File: src/hdl/dpq_pkg.sv
`timescale 1ns / 1ps
package dpq_pkg;

	localparam int QUEUE_DEPTH = 64;
	localparam int CNT_W       = $clog2(QUEUE_DEPTH + 1);
	localparam int OCC_W       = 7;

	localparam logic ACT_INSERT = 1'b0;
	localparam logic ACT_POP    = 1'b1;

	typedef struct packed {
		logic [13:0] year;
		logic [3:0]  month;
		logic [4:0]  day;
		logic [15:0] tag;
	} entry_t;

	typedef struct packed {
		logic insert;
		logic pop;
	} cell_ctrl_t;

	// year/month/day packed msb-first orders like the calendar
	function automatic logic [22:0] date_key(input entry_t e);
		date_key = {e.year, e.month, e.day};
	endfunction

endpackage

File: src/hdl/dpq_cell.sv
`timescale 1ns / 1ps
module dpq_cell (
	input  logic               clk,
	input  dpq_pkg::cell_ctrl_t ctrl,
	input  logic               occupied,
	input  logic               left_after,
	input  dpq_pkg::entry_t    new_entry,
	input  dpq_pkg::entry_t    left_entry,
	input  dpq_pkg::entry_t    right_entry,
	output dpq_pkg::entry_t    entry_q,
	output logic               after
);
	import dpq_pkg::*;

	// held entry sorts at or before the incoming one: it stays put
	assign after = occupied && (date_key(entry_q) <= date_key(new_entry));

	always_ff @(posedge clk) begin
		if (ctrl.insert) begin
			if (!after) begin
				entry_q <= left_after ? new_entry : left_entry;
			end
		end else if (ctrl.pop) begin
			entry_q <= right_entry;
		end
	end

endmodule

File: config.mk
export PLATFORM = sky130hd
export DESIGN_NAME = dpq_cell
export DESIGN_NICKNAME = d
export VERILOG_FILES = /design/src/hdl/dpq_pkg.sv /design/src/hdl/dpq_cell.sv
export SDC_FILE = /design/constraint.sdc
export NUM_CORES = 1
export LEC_CHECK = 0
export ABC_AREA = 1
export BUFFER_PORTS_ARGS = -buffer_cell sky130_fd_sc_hd__buf_4
export CAP_MARGIN = 5
export CORE_MARGIN = 2
export CORE_UTILIZATION = 40
export DETAILED_ROUTE_END_ITERATION = 8
export PLACE_DENSITY_LB_ADDON = 0.2
export SLEW_MARGIN = 20
export SYNTH_ARGS = -nofsm -noshare
export SYNTH_HDL_FRONTEND = slang
export SYNTH_SLANG_ARGS = --single-unit
File: constraint.sdc
create_clock -name clk -period 6.4 [get_ports clk]
set_clock_uncertainty 0.05 [all_clocks]
set_input_delay 0.96 -clock clk [delete_from_list [all_inputs] [get_ports clk]]
set_output_delay 0.96 -clock clk [all_outputs]
set_load 0.01 [all_outputs]
==> results.ini <==
[floorplan]
rows = 29
fp.dieH_um = 85.0
die_w_um = 85.0
io_pins = 162
dieArea_um2 = 7230
start_util_pct = 41.4
placeableCoreArea_um2 = 6350

[status]
status = complete, no violations

[routing]
vias = 2721
drc = 0
viasPerCell = 4.83
ant_nets = 0
dr.pass1.iters = 5
wl_um = 7440
wl_per_cell_um = 13.2
drt-initial-drc-count = 134

[min_path]
worstHoldStart = right_entry[6]
hold_path_class = primary input to flop

[clock_network]
cts_sinks = 39
cts-resized-gates = 0
cts_buffers = 5
cts-hold-fix-buffers = 0
cts_tree = yes
post-cts-setup-buffers = 0
cts_max_level = 2
clk_latency_ns = 0.29
root_buffer = clkbuf_8
clk_path_buf_depth = 2
clk_pin_slew_ns = 0.08

[cells_and_area]
reg_top3 = entry_q: 39 flops
nFillCells = 597
num_antenna_cells = 0
multi_input_comb_area_um2 = 1230
fin_util_pct = 62.1
top_register = entry_q
largest_register_ffs = 39
seqCellArea_um2 = 1170
drive_gt1_share_pct = 35.8
fin_nets = 630
fin_area_um2 = 3940
area_growth_pct = 50.1

[pwr]
intPower_w = 0.000507
seq_power_share_pct = 46.4
p_sw_w = 0.000203
combPwrFrac_pct = 30.9
peakVddDrop_mv = 0.135
p_leak_nw = 1.98
finalPower_w = 0.000710
p_sw_share_pct = 28.6
clockPowerShare_pct = 22.7
power.density_nw_per_um2 = 180

[worst_setup_path]
crit_path_start_kind = primary input
setup.worst_path.start = new_entry[34]
slowest_delay_ns = 0.28
cp.arrival_ns = 2.15
worst-path-buf-inv = 4
r2r-start = entry_q[38]
cp-end-kind = primary output
required_ns = 5.39
path_delay_family = simple AND/OR/NAND/NOR gates
path_cells = buf_4 -> inv_1 -> ha_1 -> nand2_1 -> nor2_1 -> nand2_1 -> nor2_1 -> nand2_1 -> nand3_2 -> nand2_1 -> nand2_1 -> inv_1 -> buf_4
cpMaxStageDelayCell = ha_1
path_max_fanout = 2
critPathKind = primary input to primary output
crit_top_cell = nand2_1

[synthesis]
synth_nets = 477
synth_cells = 332
netlist_area_um2 = 2630
synth-seq-cells = 39
synth_top_area_cell = edfxtp_1
synth_area_per_cell_um2 = 7.91
ys_seq_area_share_pct = 44.6
synth_top_area_share_pct = 44.6
ys_warn_count = 0
yosysUniqueCellTypes = 21
netlist_top_cells_area = edfxtp_1 (45%), nand2_1 (12%), ha_1 (11%)

[sta]
rsz0062_at_grt = no
setup_tns_ns = 0
hold_slack_ns = 0.903
fmax_mhz = 316
tightest_slew_ns = 0.921
slew_headroom_pct = 38.4
period_needed_ns = 3.16
setup_viol = 0
drv_slew = 0
hold_viol_final = 0
period_share_pct = 49.4

[grt]
antenna_found_initial = 0
grt_max_degree = 42
grt_pass1_vias = 2652
grt_usage_pct = 20.6
grt_pass1_wl_um = 11900
grt_overflow_total = 0

[placed_design]
portBuffers = 161
place_area_um2 = 3860
place_congestion = 0.780
dp_hpwl_um = 5530

[flow_run]
drv_cap = 0

[worst reg2reg max path, stage by stage, from the launching register on]
cell      delay [ns]
edfxtp_1        0.41
ha_1            0.31
nand2_1         0.08
nor2_2          0.12
nand2_1         0.08
nor2_1          0.10
nand2_1         0.07
nand3_2         0.06
nand2_1         0.05
nand2_1         0.06
nand2_1         0.06
nand2_2         0.68
[per-stage QoR]
step	setup slack [ns]	std cells
after global routing	3.07	563
final	3.24	563
after floorplan	3.24	332
after detailed placement	3.18	555
after global placement	3.18	555
after CTS	3.21	563
[layer usage]
layer | routed length, µm | vias up | global-route usage (%)
li1 | - | 1402 | -
met1 | 2950 | 1175 | 25.5
met2 | 3500 | 132 | 33.9
met3 | 862 | 12 | 7.00
met4 | 127 | 0 | 6.35
met5 | 0 | - | 0
[power by group through the flow]
stage / combinational, W / clock [W] / sequential (W)
global route: 0.000246 / 0.000178 / 0.000332
finish: 0.000219 / 0.000161 / 0.000329
global placement: 0.000218 / 0 / 0.000334
detailed placement: 0.000221 / 0 / 0.000335
CTS: 0.000222 / 0.000166 / 0.000330
floorplan: 0.0000882 / 0 / 0.000347
[cell usage after synthesis, drive strengths merged]
cell and n:
a21o 1, a21oi 7, buf 5, clkbuf 11, clkinv 1, edfxtp 39
ha 23, inv 36, nand2 81, nand3 1, nand3b 1, nand4 1
nor2 47, o21ai 78
[cell families (layout without fill, tap and decap cells)]
| logic type | count (synthesis) | after routing | share of synthesized area, % |
|---|---|---|---|
| buf+inv | 53 | 207 | 8.53 |
| flops | 39 | 39 | 44.6 |
| compound gates | 86 | 86 | 16.6 |
| simple gates | 131 | 131 | 19.3 |
| fa+ha+maj | 23 | 23 | 11.0 |
[cell type report]
| class | instances | share of cell area [%] |
|---|---|---|
| Clock buffer | 6 | 1.84 |
| Clock inverter | 2 | 0.317 |
| Inverter | 37 | 3.52 |
| Multi-Input combinational cell | 240 | 31.3 |
| Sequential cell | 39 | 29.7 |
| Tap cell | 77 | 2.44 |
| Timing Repair Buffer | 162 | 30.9 |
[layout by cell type, fill, tap and decap left out]
master	count
inv_2	1
clkbuf_1	1
clkbuf_8	5
nor2_2	1
a21oi_1	6
o21ai_0	39
a21oi_2	1
nand3_2	1
nand2_1	80
clkinvlp_4	1
ha_1	23
buf_4	162
clkinv_1	1
edfxtp_1	39
nand3b_1	1
o21ai_1	39
inv_1	35
clkinv_2	1
nor2_1	46
nand4_1	1
nand2_2	1
a21o_1	1
[final timing paths]
| check | depth (start not counted) | end | slack [ns] |
|---|---|---|---|
| worst max register to register | 11 | entry_q[20] | 3.88 |
| worst min-delay path | 3 | entry_q[6] | 0.90 |
| worst max-delay path | 13 | after | 3.24 |
| worst min register to register | 8 | entry_q[22] | 1.75 |
(Power assumes the default switching activity.)
